File: src/design/cube_sphere_vertex_generator_assert.svh
// Assertion macros for the cube-sphere vertex generator.
// Included by the top level, which carries the concurrent checks; no other dependencies.
`ifndef CUBE_SPHERE_VERTEX_GENERATOR_ASSERT_SVH
`define CUBE_SPHERE_VERTEX_GENERATOR_ASSERT_SVH
`ifndef NO_ASSERTIONS
// clocked check, off while reset is asserted
`define CSV_ASSERT(lbl, clk, rst_n, prop) \
	lbl: assert property (@(posedge clk) disable iff (!rst_n) prop) \
		else $error("cube-sphere vertex generator check failed");
// clocked check, also active during reset
`define CSV_ASSERT_ALWAYS(lbl, clk, prop) \
	lbl: assert property (@(posedge clk) prop) \
		else $error("cube-sphere vertex generator reset check failed");
`else
`define CSV_ASSERT(lbl, clk, rst_n, prop)
`define CSV_ASSERT_ALWAYS(lbl, clk, prop)
`endif
`endif

File: src/design/csv_pkg.sv
// Shared types, constants and the Q30 multiply for the cube-sphere vertex generator.
// No dependencies.
`timescale 1ns / 1ps
package csv_pkg;
	localparam int IDX_W     = 9;
	localparam int LVL_W     = 4;
	localparam int SPAN_W    = 10;
	localparam int MAX_LEVEL = 8;
	localparam int Q_W       = 31;
	localparam int P_W       = 2 * Q_W;
	localparam int VEC_W     = 16;
	localparam int VEC_MAX   = 32767;

	typedef logic [IDX_W-1:0]        idx_t;
	typedef logic [LVL_W-1:0]        lvl_t;
	typedef logic [Q_W-1:0]          q30_t;
	typedef logic signed [VEC_W-1:0] vec_t;

	localparam lvl_t LVL_RESET = 4'd8;

	localparam q30_t Q30_ONE = 31'd1073741824;
	localparam q30_t PIH     = 31'd1686629713;
	localparam q30_t S3      = 31'd178956971;
	localparam q30_t S5      = 31'd8947849;
	localparam q30_t S7      = 31'd213044;
	localparam q30_t S9      = 31'd2959;
	localparam q30_t C2      = 31'd536870912;
	localparam q30_t C4      = 31'd44739243;
	localparam q30_t C6      = 31'd1491308;
	localparam q30_t C8      = 31'd26631;
	localparam q30_t C10     = 31'd296;

	typedef struct packed {
		logic err;
		logic neg_y;
		logic neg_z;
	} tag_t;

	// rounded Q30 product of magnitudes
	function automatic q30_t qmul(input q30_t a, input q30_t b);
		logic [P_W-1:0] p;
		p = {{Q_W{1'b0}}, a} * {{Q_W{1'b0}}, b} + (P_W'(1) << 29);
		return q30_t'(p >> 30);
	endfunction
endpackage

File: src/design/csv_angle.sv
// Index decode and angle stages: grid offsets, range check, Q30 angle magnitudes.
// Depends on csv_pkg.
`timescale 1ns / 1ps
module csv_angle import csv_pkg::*; (
	input  logic clk,
	input  logic arst_n,
	input  logic en,
	input  logic in_vld,
	input  idx_t row,
	input  idx_t col,
	input  lvl_t lvl,
	output logic out_vld,
	output q30_t ang [2],
	output tag_t tag
);
	localparam int MW = IDX_W + Q_W;

	lvl_t              lvl_e;
	logic [SPAN_W-1:0] span;
	idx_t              half;
	logic              neg1, neg2, err;
	idx_t              m1, m2;
	logic [MW-1:0]     p1, p2;

	logic vld_s1, vld_s2;
	idx_t m1_s1, m2_s1, half_s1;
	lvl_t lvl_s1;
	tag_t tag_s1, tag_s2;
	q30_t x1_s2, x2_s2;

	always_comb begin
		if (lvl == '0) begin
			lvl_e = LVL_W'(1);
		end else if (lvl > LVL_W'(MAX_LEVEL)) begin
			lvl_e = LVL_W'(MAX_LEVEL);
		end else begin
			lvl_e = lvl;
		end
		span = SPAN_W'(1) << lvl_e;
		half = idx_t'(span >> 1);
		err  = ({1'b0, row} > span) || ({1'b0, col} > span);
		neg2 = row > half;
		m2   = neg2 ? row - half : half - row;
		neg1 = col < half;
		m1   = neg1 ? half - col : col - half;
	end

	assign p1 = MW'(m1_s1) * MW'(PIH) + MW'(half_s1);
	assign p2 = MW'(m2_s1) * MW'(PIH) + MW'(half_s1);

	always_ff @(posedge clk or negedge arst_n) begin
		if (!arst_n) begin
			vld_s1 <= 1'b0;
			vld_s2 <= 1'b0;
		end else if (en) begin
			vld_s1 <= in_vld;
			vld_s2 <= vld_s1;
		end
	end

	always_ff @(posedge clk) begin
		if (en) begin
			m1_s1   <= m1;
			m2_s1   <= m2;
			half_s1 <= half;
			lvl_s1  <= lvl_e;
			tag_s1  <= '{err: err, neg_y: neg2, neg_z: !neg1};
			x1_s2   <= q30_t'(p1 >> lvl_s1);
			x2_s2   <= q30_t'(p2 >> lvl_s1);
			tag_s2  <= tag_s1;
		end
	end

	assign out_vld = vld_s2;
	assign ang[0]  = x1_s2;
	assign ang[1]  = x2_s2;
	assign tag     = tag_s2;
endmodule

File: config.mk
export PLATFORM = sky130hd
export DESIGN_NAME = csv_angle
export DESIGN_NICKNAME = d
export VERILOG_FILES = /design/src/design/cube_sphere_vertex_generator_assert.svh /design/src/design/csv_pkg.sv /design/src/design/csv_angle.sv
export SDC_FILE = /design/constraint.sdc
export NUM_CORES = 1
export LEC_CHECK = 0
export BUFFER_PORTS_ARGS = -buffer_cell sky130_fd_sc_hd__buf_4
export CAP_MARGIN = 20
export CORE_ASPECT_RATIO = 1.2
export CORE_MARGIN = 2
export CORE_UTILIZATION = 55
export DETAILED_ROUTE_END_ITERATION = 7
export HOLD_SLACK_MARGIN = 0.08
export PLACE_DENSITY = 0.73
export SYNTH_ARGS = -nofsm -noshare
export SYNTH_HDL_FRONTEND = slang
export SYNTH_SLANG_ARGS = --single-unit
export TNS_END_PERCENT = 100
File: constraint.sdc
create_clock -name clk -period 8.5 [get_ports clk]
set_input_delay 0.425 -clock clk [delete_from_list [all_inputs] [get_ports clk]]
set_output_delay 0.425 -clock clk [all_outputs]
set_load 0.03 [all_outputs]
Word level (Yosys, flattened, before mapping)
Index checks and enable logic that the tools add are counted.
Widths: inputs -> output; s select.
{"block": "word_totals", "ff_bits": 101, "input_bits": 26, "output_inout_bits": 66, "elab_cells": 37}
{"block": "op_classes", "addsub": 6, "n_mul": 2, "n_lt_le_gt_ge": 5, "shifts": 3, "mux": 4, "n_reduce_logical": 3}
{"operator": "$add 40x9->40", "count": 2}
{"operator": "$mul 9x31->40 const B", "count": 2}
{"operator": "$shr 40x4->31", "count": 2}
{"operator": "$sub 9x9->9", "count": 4}
{"operator": "$gt 9x10->1", "count": 2}
{"operator": "$mux 9", "count": 2}
{"operator": "$shl 1x4->10 const A", "count": 1}
{"operator": "$gt 9x9->1", "count": 1}
{"operator": "$lt 9x9->1", "count": 1}
{"operator": "$mux 4", "count": 2}
{"operator": "$gt 4x4->1 const B", "count": 1}
{"operator": "$logic_not 4->1", "count": 1}
{"operator": "$logic_not 1->1", "count": 1}
{"operator": "$logic_or 1x1->1", "count": 1}

Logic depth before layout (Yosys ltp)
Gate-level depths: netlist of run 1.
{"block": "logic_depth", "ltp_word": 6, "mapped_depth": 21}

Worst setup path after synthesis of run 1
OpenSTA, ideal clock, no wires.
{"block": "synth_timing", "path_kind": "register -> register", "start": "register m1_s1[4]", "end": "register x1_s2[29] (data pin)", "setup_ns": 0.255, "arrival_ns": 5.763, "path_slack_ns": 2.483, "path_stages_with_launch": 22, "synth_period_minus_slack_ns": 6.017, "cell_sequence": "edfxtp_1 -> inv_1 -> fa_1 -> inv_1 -> fa_1 -> inv_1 -> fa_1 -> inv_1 -> fa_1 -> ha_1 -> ha_1 -> buf_2 -> and4_1 -> nor4b_1 -> nand4_1 -> and2_1 -> a21oi_4 -> a41oi_4 -> xnor2_1 -> mux2_2 -> mux4_2 -> o21a_1"}
{"block": "synth_between", "elab_chain_len": 3}
{"item": "start, declared", "line_no": "csv_angle.sv:26", "source": "idx_t m1_s1, m2_s1, half_s1;"}
{"item": "start signal, assigned", "line_no": "csv_angle.sv:63", "source": "m1_s1 <= m1;"}
{"item": "$mul 9x31->40", "line_no": "csv_angle.sv:48", "source": "assign p1 = MW'(m1_s1) * MW'(PIH) + MW'(half_s1);"}
{"item": "$add 40x9->40", "line_no": "csv_angle.sv:48"}
{"item": "$shr 40x4->31", "line_no": "csv_angle.sv:68", "source": "x1_s2 <= q30_t'(p1 >> lvl_s1);"}
{"item": "end signal, assigned", "line_no": "csv_angle.sv:68"}
{"item": "end, declared", "line_no": "csv_angle.sv:29", "source": "q30_t x1_s2, x2_s2;"}
Every way passes these cells.
A chain may end at the register's enable or synchronous reset.

Final worst setup path of run 1
{"block": "layout_timing", "start": "register m1_s1[3]", "end": "register x1_s2[21] (data pin)"}
The elaborated chain is that of the path after synthesis.

==> results of run 1 <==
[metrics by stage]
step / util, % / std cells
2_1_floorplan: - / 2062
3_3_place_gp: 58.4 / 2537
3_5_place_dp: 58.4 / 2537
4_1_cts: 59.2 / 2554
5_1_grt: 59.2 / 2554
6_report: 59.2 / 2554
[how the worst min path moves through the flow]
stage          startpoint             endpoint  cells past startpoint
6_report           in_vld   vld_s1$_DFFE_PN0P_                      2
3_3_place_gp       arst_n   vld_s1$_DFFE_PN0P_                      1
5_1_grt            in_vld   vld_s1$_DFFE_PN0P_                      2
2_1_floorplan      arst_n  out_vld$_DFFE_PN0P_                      0
3_5_place_dp       arst_n   vld_s1$_DFFE_PN0P_                      1
4_1_cts            in_vld   vld_s1$_DFFE_PN0P_                      2
[cell usage in the layout (no fill, tap or decap), drive strengths merged, types with 7 or more instances in the layout]
master | Yosys | final
a211oi | 43 | 43
a21o | 36 | 36
a21oi | 135 | 135
a31oi | 10 | 10
and2 | 23 | 23
and3 | 16 | 16
and4 | 7 | 7
buf | 34 | 100
clkbuf | 53 | 9
edfxtp | 99 | 99
fa | 132 | 132
ha | 326 | 326
inv | 289 | 293
mux2 | 28 | 28
mux2i | 161 | 161
mux4 | 19 | 19
nand2 | 122 | 122
nand3 | 32 | 32
nand4 | 25 | 25
nor2 | 76 | 76
nor2b | 14 | 14
nor3 | 23 | 23
o211ai | 20 | 20
o21a | 31 | 31
o21ai | 77 | 77
o21bai | 11 | 11
o31ai | 10 | 10
or2 | 7 | 7
or3 | 13 | 13
xnor2 | 50 | 50
xor2 | 36 | 36
[registers in the layout, summed over array words and instances (netlist names)]
register  count
m2_s1         9
half_s1       9
tag           3
x1_s2        31
lvl_s1        4
tag_s1        3
x2_s2        31
vld_s1        1
m1_s1         9
out_vld       1
[cells in the mapped netlist, drive strengths merged (5+ instances only)]
cell       n  area, sq um
nor4       6         52.6
ha       326         4080
o21ai     77          393
o22ai      6         37.5
o21bai    11         82.6
buf       34          193
xnor2     50          445
inv      289         1080
clkbuf    53          199
or3       13         91.3
o31ai     10         75.1
mux2      28          323
edfxtp    99         2970
nand4     25          171
a21oi    135          739
or2        7         43.8
mux2i    161         1610
nor2b     14         87.6
a211oi    43          343
fa       132         2640
and3      16          105
nand2b     6         37.5
nand2    122          463
nor3      23          136
o211ai    20          155
a221oi     5         43.8
a311oi     5         50.0
a31oi     10         68.8
nor2      76          288
mux4      19          428
and4       7         61.3
a21o      36          270
xor2      36          315
nand3     32          170
and2      23          144
a2bb2oi    5         43.8
o21a      31          233
[worst reg2reg max path: cells and delay by family (launching register included)]
kind / cells / cell delay [ns]
compound gates: 3 / 0.92
fa+ha+maj: 6 / 2.87
buf+inv: 5 / 0.43
flops: 1 / 0.58
mux: 2 / 0.60
simple gates: 4 / 1.01
[layer usage]
layer	share of wire, %	global-route usage, %
met1	46	39.5
met2	45	44.0
met5	0	0
met3	5.8	3.77
met4	3.0	8.48
[cell families (layout without fill, tap and decap cells)]
group           count (synthesis)  after routing  synth area share (%)
fa+ha+maj                     458            458                  34.7
compound gates                448            448                  15.9
simple gates                  380            380                  10.0
buf+inv                       376            406                  7.62
mux                           208            208                  12.2
flops                         101            101                  15.6
xor+xnor                       86             86                  3.93
other cells                     2              5                0.0388
[cell type report]
class / count / area, sq um / share of cell area [%]
multi-input combinational: 1585 / 14900 / 72.2
inverter: 289 / 1080 / 5.26
clock inverter: 7 / 66.3 / 0.322
tap: 462 / 578 / 2.80
timing repair buffer: 101 / 761 / 3.69
sequential: 101 / 3020 / 14.7
clock buffer: 9 / 225 / 1.09
==> Implementation_results.wiki, run 1 <==
{| class="wikitable"
! Metric !! Value
|-
| Outcome || finished, final reports clean
|-
| Slowest library cell on the worst path || sky130_fd_sc_hd__fa_1
|-
| Number of synthesis warnings || 0
|-
| Relative slew margins || 40.4%
|-
| Initial core utilization || 55.7%
|-
| Max Transition Viols Final || 0
|-
| Post-layout nets || 2,571
|-
| TritonCTS clock tree || built
|-
| Clock insertion delay at the later pin of the skew report || 0.37 ns
|-
| Post-detailed-route DRC marker count || 0
|-
| Synthesized netlist cell count || 2,059
|-
| Critical path origin || m1_s1[3]$_DFFE_PP_
|-
| Area growth from synthesis to final layout || 6.45%
|-
| Root buffer cell || sky130_fd_sc_hd__clkbuf_16
|-
| Number of buffers inserted by port buffering || 91
|-
| Count of TritonRoute iterations in the first routing pass || 5
|-
| Cell depth of the worst setup path || 20
|-
| HPWL after DPL || 42,900 microns
|-
| Startpoint of the worst register-to-register path || m1_s1[3]$_DFFE_PP_
|-
| Crit-path cells || inv_1 -> fa_1 -> inv_1 -> fa_1 -> inv_1 -> fa_1 -> inv_1 -> fa_1 -> ha_1 -> ha_1 -> and4_1 -> nor4b_1 -> nand4_1 -> and2_1 -> a21oi_4 -> mux2i_1 -> a211oi_1 -> inv_1 -> mux4_2 -> o21a_1
|-
| Top FF cell, synth || sky130_fd_sc_hd__edfxtp_1
|-
| Wire length per cell after detailed routing || 20.0 microns
|-
| Total cell area at the placement stage || 0.0203 sq mm
|-
| Horizontal extent of the die || 175 microns
|-
| Family with the most delay on the worst path || adder cells
|-
| Antenna diode count || 0
|-
| Worst EP arrival || 6.77 ns
|-
| Number of distinct standard cells referenced by the synthesized netlist || 103
|-
| Overall overflow remaining after global route || 0
|-
| Max clock buf depth || 2
|-
| Worst-Margin Slew || 0.893 ns
|-
| Worst Hold Slack || 0.292 ns
|-
| Flip-flop and latch count after synthesis || 101
|-
| Final count of negative-setup-slack endpoints || 0
|-
| Skew final || 0.0161 ns
|-
| Placeable core region || 0.0348 sq mm
|-
| Worst Slack Setup Final || 1.85 ns
|-
| Startpoint kind of the worst setup timing path || flip-flop
|-
| Number of buffers created by CTS || 9
|-
| Slack of the worst reg-to-reg path || 1.85 ns
|-
| Setup Fix Bufs, Post-CTS || 0
|-
| Die Ht || 210 microns
|-
| Worst Path Buf+Inv || 5
|-
| Std cell rows || 75
|-
| Aggregate negative setup slack || 0 ns
|-
| Antenna violations before repair || 0
|-
| Hold bufs inserted after CTS || 1
|-
| EDFF count, synth || 99
|-
| Critical path capture point type || flip-flop
|-
| Layout Cell Area excl Fill || 0.0206 sq mm
|-
| Synthesized cell area || 0.0194 sq mm
|-
| Vias per inst || 6.00
|-
| Ratio of cells with drive above 1 in the final layout || 10.4%
|-
| Weighted congestion at the end of routability-driven global placement || 0.937
|-
| CP endpoint || x1_s2[21]$_DFFE_PP_
|-
| Largest net degree at the start of global routing || 73
|-
| Critical Setup Path Class || flip-flop to flip-flop
|-
| First-pass GRT wire length || 81,500 microns
|-
| H-Tree Depth || 3
|-
| Sequential-to-total area share from yosys stat || 15.6%
|-
| Tcrit/Tclk final || 78.2%
|-
| Classification of the worst-slack hold path || input pin to flip-flop
|-
| Number of DRC violations after detailed-routing iteration 0 || 1,263
|-
| Boundary Pins || 92
|-
| Required time of the worst setup path || 8.62 ns
|-
| DR vias || 15,300
|-
| Die outline area || 0.0368 sq mm
|-
| Crit-path max FO || 8
|-
| Count of max-cap constraint violations || 0
|-
| Average cell area after synthesis || 9.41 sq um
|-
| Vias in the first global route || 15,200
|-
| Pre-CTS setup slack || 1.87 ns
|-
| Clock-pin slew of the registers on the worst-case setup and hold paths || 0.08 ns
|-
| Cell occurring most often along the worst timing path || sky130_fd_sc_hd__inv_1
|-
| Filler cell count in the final layout || 2,968
|-
| Highest attainable clock frequency || 150 MHz
|-
| Total of cells resized after clock tree synthesis || 0
|-
| Longest individual stage delay on the worst path || 0.70 ns
|-
| TritonCTS Sinks || 101
|-
| Number of nets with antenna violations after routing || 0
|-
| R2R cell count || 20
|-
| Fin crit period || 6.65 ns
|-
| RR Endpoint || x1_s2[21]$_DFFE_PP_
|-
| Proportion of synthesized flip-flops having asynchronous set or reset || 1.98%
|-
| Number of endpoints with negative hold slack in the final report || 0
|-
| Global-route usage over all layers || 27.8%
|-
| Detailed-route wire length || 51,000 microns
|-
| RSZ-0062 raised after global routing || no
|}
Power of run 1 is left out: the tool's default activity adds up to more than one toggle a clock period on the data nets, which glitch-free logic cannot reach.
==> run 2: changes to the inputs <==
--- a/config.mk
+++ b/config.mk
@@ -12,7 +12,7 @@
 export CORE_UTILIZATION = 55
 export DETAILED_ROUTE_END_ITERATION = 7
 export HOLD_SLACK_MARGIN = 0.08
-export PLACE_DENSITY = 0.73
+export PLACE_DENSITY = 0.75
 export SYNTH_ARGS = -nofsm -noshare
 export SYNTH_HDL_FRONTEND = slang
 export SYNTH_SLANG_ARGS = --single-unit
==> constraint.sdc (replaced) <==
create_clock -name clk -period 5.9 [get_ports clk]
set_input_delay 0.295 -clock clk [delete_from_list [all_inputs] [get_ports clk]]
set_output_delay 0.295 -clock clk [all_outputs]
set_load 0.03 [all_outputs]
==> Implementation_results.wiki, run 2 (synthesis gave the netlist of run 1 again) <==
{| class="wikitable"
! Metric !! Value
|-
| Largest net degree at the start of global routing || 72
|-
| CP endpoint || x2_s2[21]$_DFFE_PP_
|-
| Number of DRC violations after detailed-routing iteration 0 || 1,199
|-
| Horizontal extent of the die || 175 microns
|-
| R2R cell count || 19
|-
| Skew final || 0.0272 ns
|-
| Count of TritonRoute iterations in the first routing pass || 7
|-
| Max Transition Viols Final || 0
|-
| Global-route usage over all layers || 27.7%
|-
| Placeable core region || 0.0348 sq mm
|-
| Die Ht || 210 microns
|-
| Worst-Margin Slew || 0.885 ns
|-
| Leading cell types in the layout, fill and taps excluded || sky130_fd_sc_hd__ha_1, sky130_fd_sc_hd__inv_1, sky130_fd_sc_hd__buf_4, sky130_fd_sc_hd__mux2i_1, sky130_fd_sc_hd__fa_1
|-
| Number of buffers inserted by port buffering || 91
|-
| Overall overflow remaining after global route || 0
|-
| Boundary Pins || 92
|-
| First-pass GRT wire length || 81,700 microns
|-
| Vias per inst || 5.95
|-
| Final count of negative-setup-slack endpoints || 2
|-
| Detailed-route wire length || 52,000 microns
|-
| Area growth from synthesis to final layout || 17.3%
|-
| Critical path capture point type || flip-flop
|-
| HPWL after DPL || 42,000 microns
|-
| Slack of the worst reg-to-reg path || -0.01 ns
|-
| RSZ-0062 raised after global routing || yes
|-
| Critical Setup Path Class || flip-flop to flip-flop
|-
| RR Endpoint || x2_s2[21]$_DFFE_PP_
|-
| Antenna diode count || 0
|-
| Number of endpoints with negative hold slack in the final report || 0
|-
| Filler cell count in the final layout || 2,692
|-
| Classification of the worst-slack hold path || input pin to flip-flop
|-
| Tcrit/Tclk final || 100%
|-
| Die outline area || 0.0368 sq mm
|-
| Worst EP arrival || 6.04 ns
|-
| Fin crit period || 5.91 ns
|-
| Number of nets with antenna violations after routing || 0
|-
| Critical path origin || m2_s1[5]$_DFFE_PP_
|-
| Pre-CTS setup slack || -0.141 ns
|-
| Outcome || finished, violations left
|-
| Weighted congestion at the end of routability-driven global placement || 0.968
|-
| Total cell area at the placement stage || 0.0212 sq mm
|-
| Count of max-cap constraint violations || 0
|-
| Highest attainable clock frequency || 169 MHz
|-
| Startpoint kind of the worst setup timing path || flip-flop
|-
| Top Registers || x1_s2 (31), x2_s2 (31)
|-
| Post-detailed-route DRC marker count || 0
|-
| Root buffer cell || sky130_fd_sc_hd__clkbuf_16
|-
| TritonCTS clock tree || built
|-
| H-Tree Depth || 3
|-
| Wire length per cell after detailed routing || 19.3 microns
|-
| Initial core utilization || 55.7%
|-
| DR vias || 16,100
|-
| Violated checks || negative setup slack
|-
| Commonest non-fill, non-tap cell in the layout || sky130_fd_sc_hd__ha_1
|-
| Max clock buf depth || 2
|-
| Clock-pin slew of the registers on the worst-case setup and hold paths || 0.09 ns
|-
| Worst Slack Setup Final || -0.00977 ns
|-
| Relative slew margins || 41.0%
|-
| Startpoint of the worst register-to-register path || m2_s1[5]$_DFFE_PP_
|-
| Post-layout nets || 2,720
|-
| Number of buffers created by CTS || 9
|-
| TritonCTS Sinks || 101
|-
| Std cell rows || 75
|-
| Antenna violations before repair || 0
|-
| Clock insertion delay at the later pin of the skew report || 0.38 ns
|-
| Vias in the first global route || 15,800
|-
| Share of the core filled with cells in the final layout || 65.3%
|-
| Ratio of cells with drive above 1 in the final layout || 22.8%
|-
| Layout Cell Area excl Fill || 0.0227 sq mm
|-
| Required time of the worst setup path || 6.03 ns
|-
| Crit-path max FO || 6
|}
## run 2: changes by cell type in the layout (fill, tap and decap cells not counted), sizes merged
| cell | before | now |
|---|---|---|
| buf | 100 | 249 |
| clkinv | 2 | 1 |
| bufinv | 0 | 1 |
## run 2: what timing repair did
action                                  4_1_cts  5_1_grt
resized for setup                            20      158
pin swaps                                     9       70
buffers inserted                              8       22
hold buffers                                  1        0
endpoints found under the setup margin       27       50
hold endpoints to repair                      2        0
## run 2: layout make-up
type | instances | area, sq um | share of cell area, %
flip-flops and latches | 101 | 3020 | 13.3
clock inverters | 7 | 78.8 | 0.347
multi-input cells | 1585 | 15800 | 69.6
clock buffers | 9 | 225 | 0.991
inverters | 289 | 1080 | 4.77
repair buffers | 250 | 1930 | 8.49
well taps | 462 | 578 | 2.54
## run 2: worst min path at each step
stage	start	endpoint	slack, ns	depth (start not counted)
floorplan	arst_n	out_vld$_DFFE_PN0P_	-0.0006	0
global placement	arst_n	out_vld$_DFFE_PN0P_	0.08	1
detailed placement	arst_n	out_vld$_DFFE_PN0P_	0.08	1
CTS	in_vld	vld_s1$_DFFE_PN0P_	0.17	2
global route	in_vld	vld_s1$_DFFE_PN0P_	0.18	2
finish	in_vld	vld_s1$_DFFE_PN0P_	0.18	2
## run 2: stage by stage
step | TNS (ns) | std cells | hold WS, ns
final | -0.0137 | 2703 | 0.178
after detailed placement | -1.48 | 2657 | 0.0786
after global placement | -0.137 | 2657 | 0.0767
after global routing | -2.90 | 2703 | 0.176
after floorplan | 0 | 2062 | -0.000591
after CTS | 0 | 2682 | 0.166
## run 2: routing by layer
metal,GRT usage (%),up-vias,wire length [microns]
met4,11.6,0,1920
met2,44.2,582,24200
li1,-,7695,-
met5,0,-,0
met1,38.4,7702,23200
met3,2.68,113,2700
## run 2: worst max-delay path, cell delays in order, from the launching register on
cell,delay (ns)
sky130_fd_sc_hd__edfxtp_1,0.43
sky130_fd_sc_hd__inv_2,0.08
sky130_fd_sc_hd__fa_2,0.45
sky130_fd_sc_hd__buf_6,0.15
sky130_fd_sc_hd__fa_1,0.49
sky130_fd_sc_hd__fa_1,0.51
sky130_fd_sc_hd__inv_1,0.05
sky130_fd_sc_hd__fa_1,0.41
sky130_fd_sc_hd__ha_4,0.24
sky130_fd_sc_hd__ha_4,0.27
sky130_fd_sc_hd__buf_4,0.13
sky130_fd_sc_hd__nand2_1,0.07
sky130_fd_sc_hd__or3_4,0.42
sky130_fd_sc_hd__o41ai_4,0.50
sky130_fd_sc_hd__buf_4,0.21
sky130_fd_sc_hd__o211ai_4,0.08
sky130_fd_sc_hd__and3_4,0.19
sky130_fd_sc_hd__mux2_4,0.26
sky130_fd_sc_hd__mux2_4,0.26
sky130_fd_sc_hd__mux4_2,0.45
Power of run 2 is left out for the same reason.
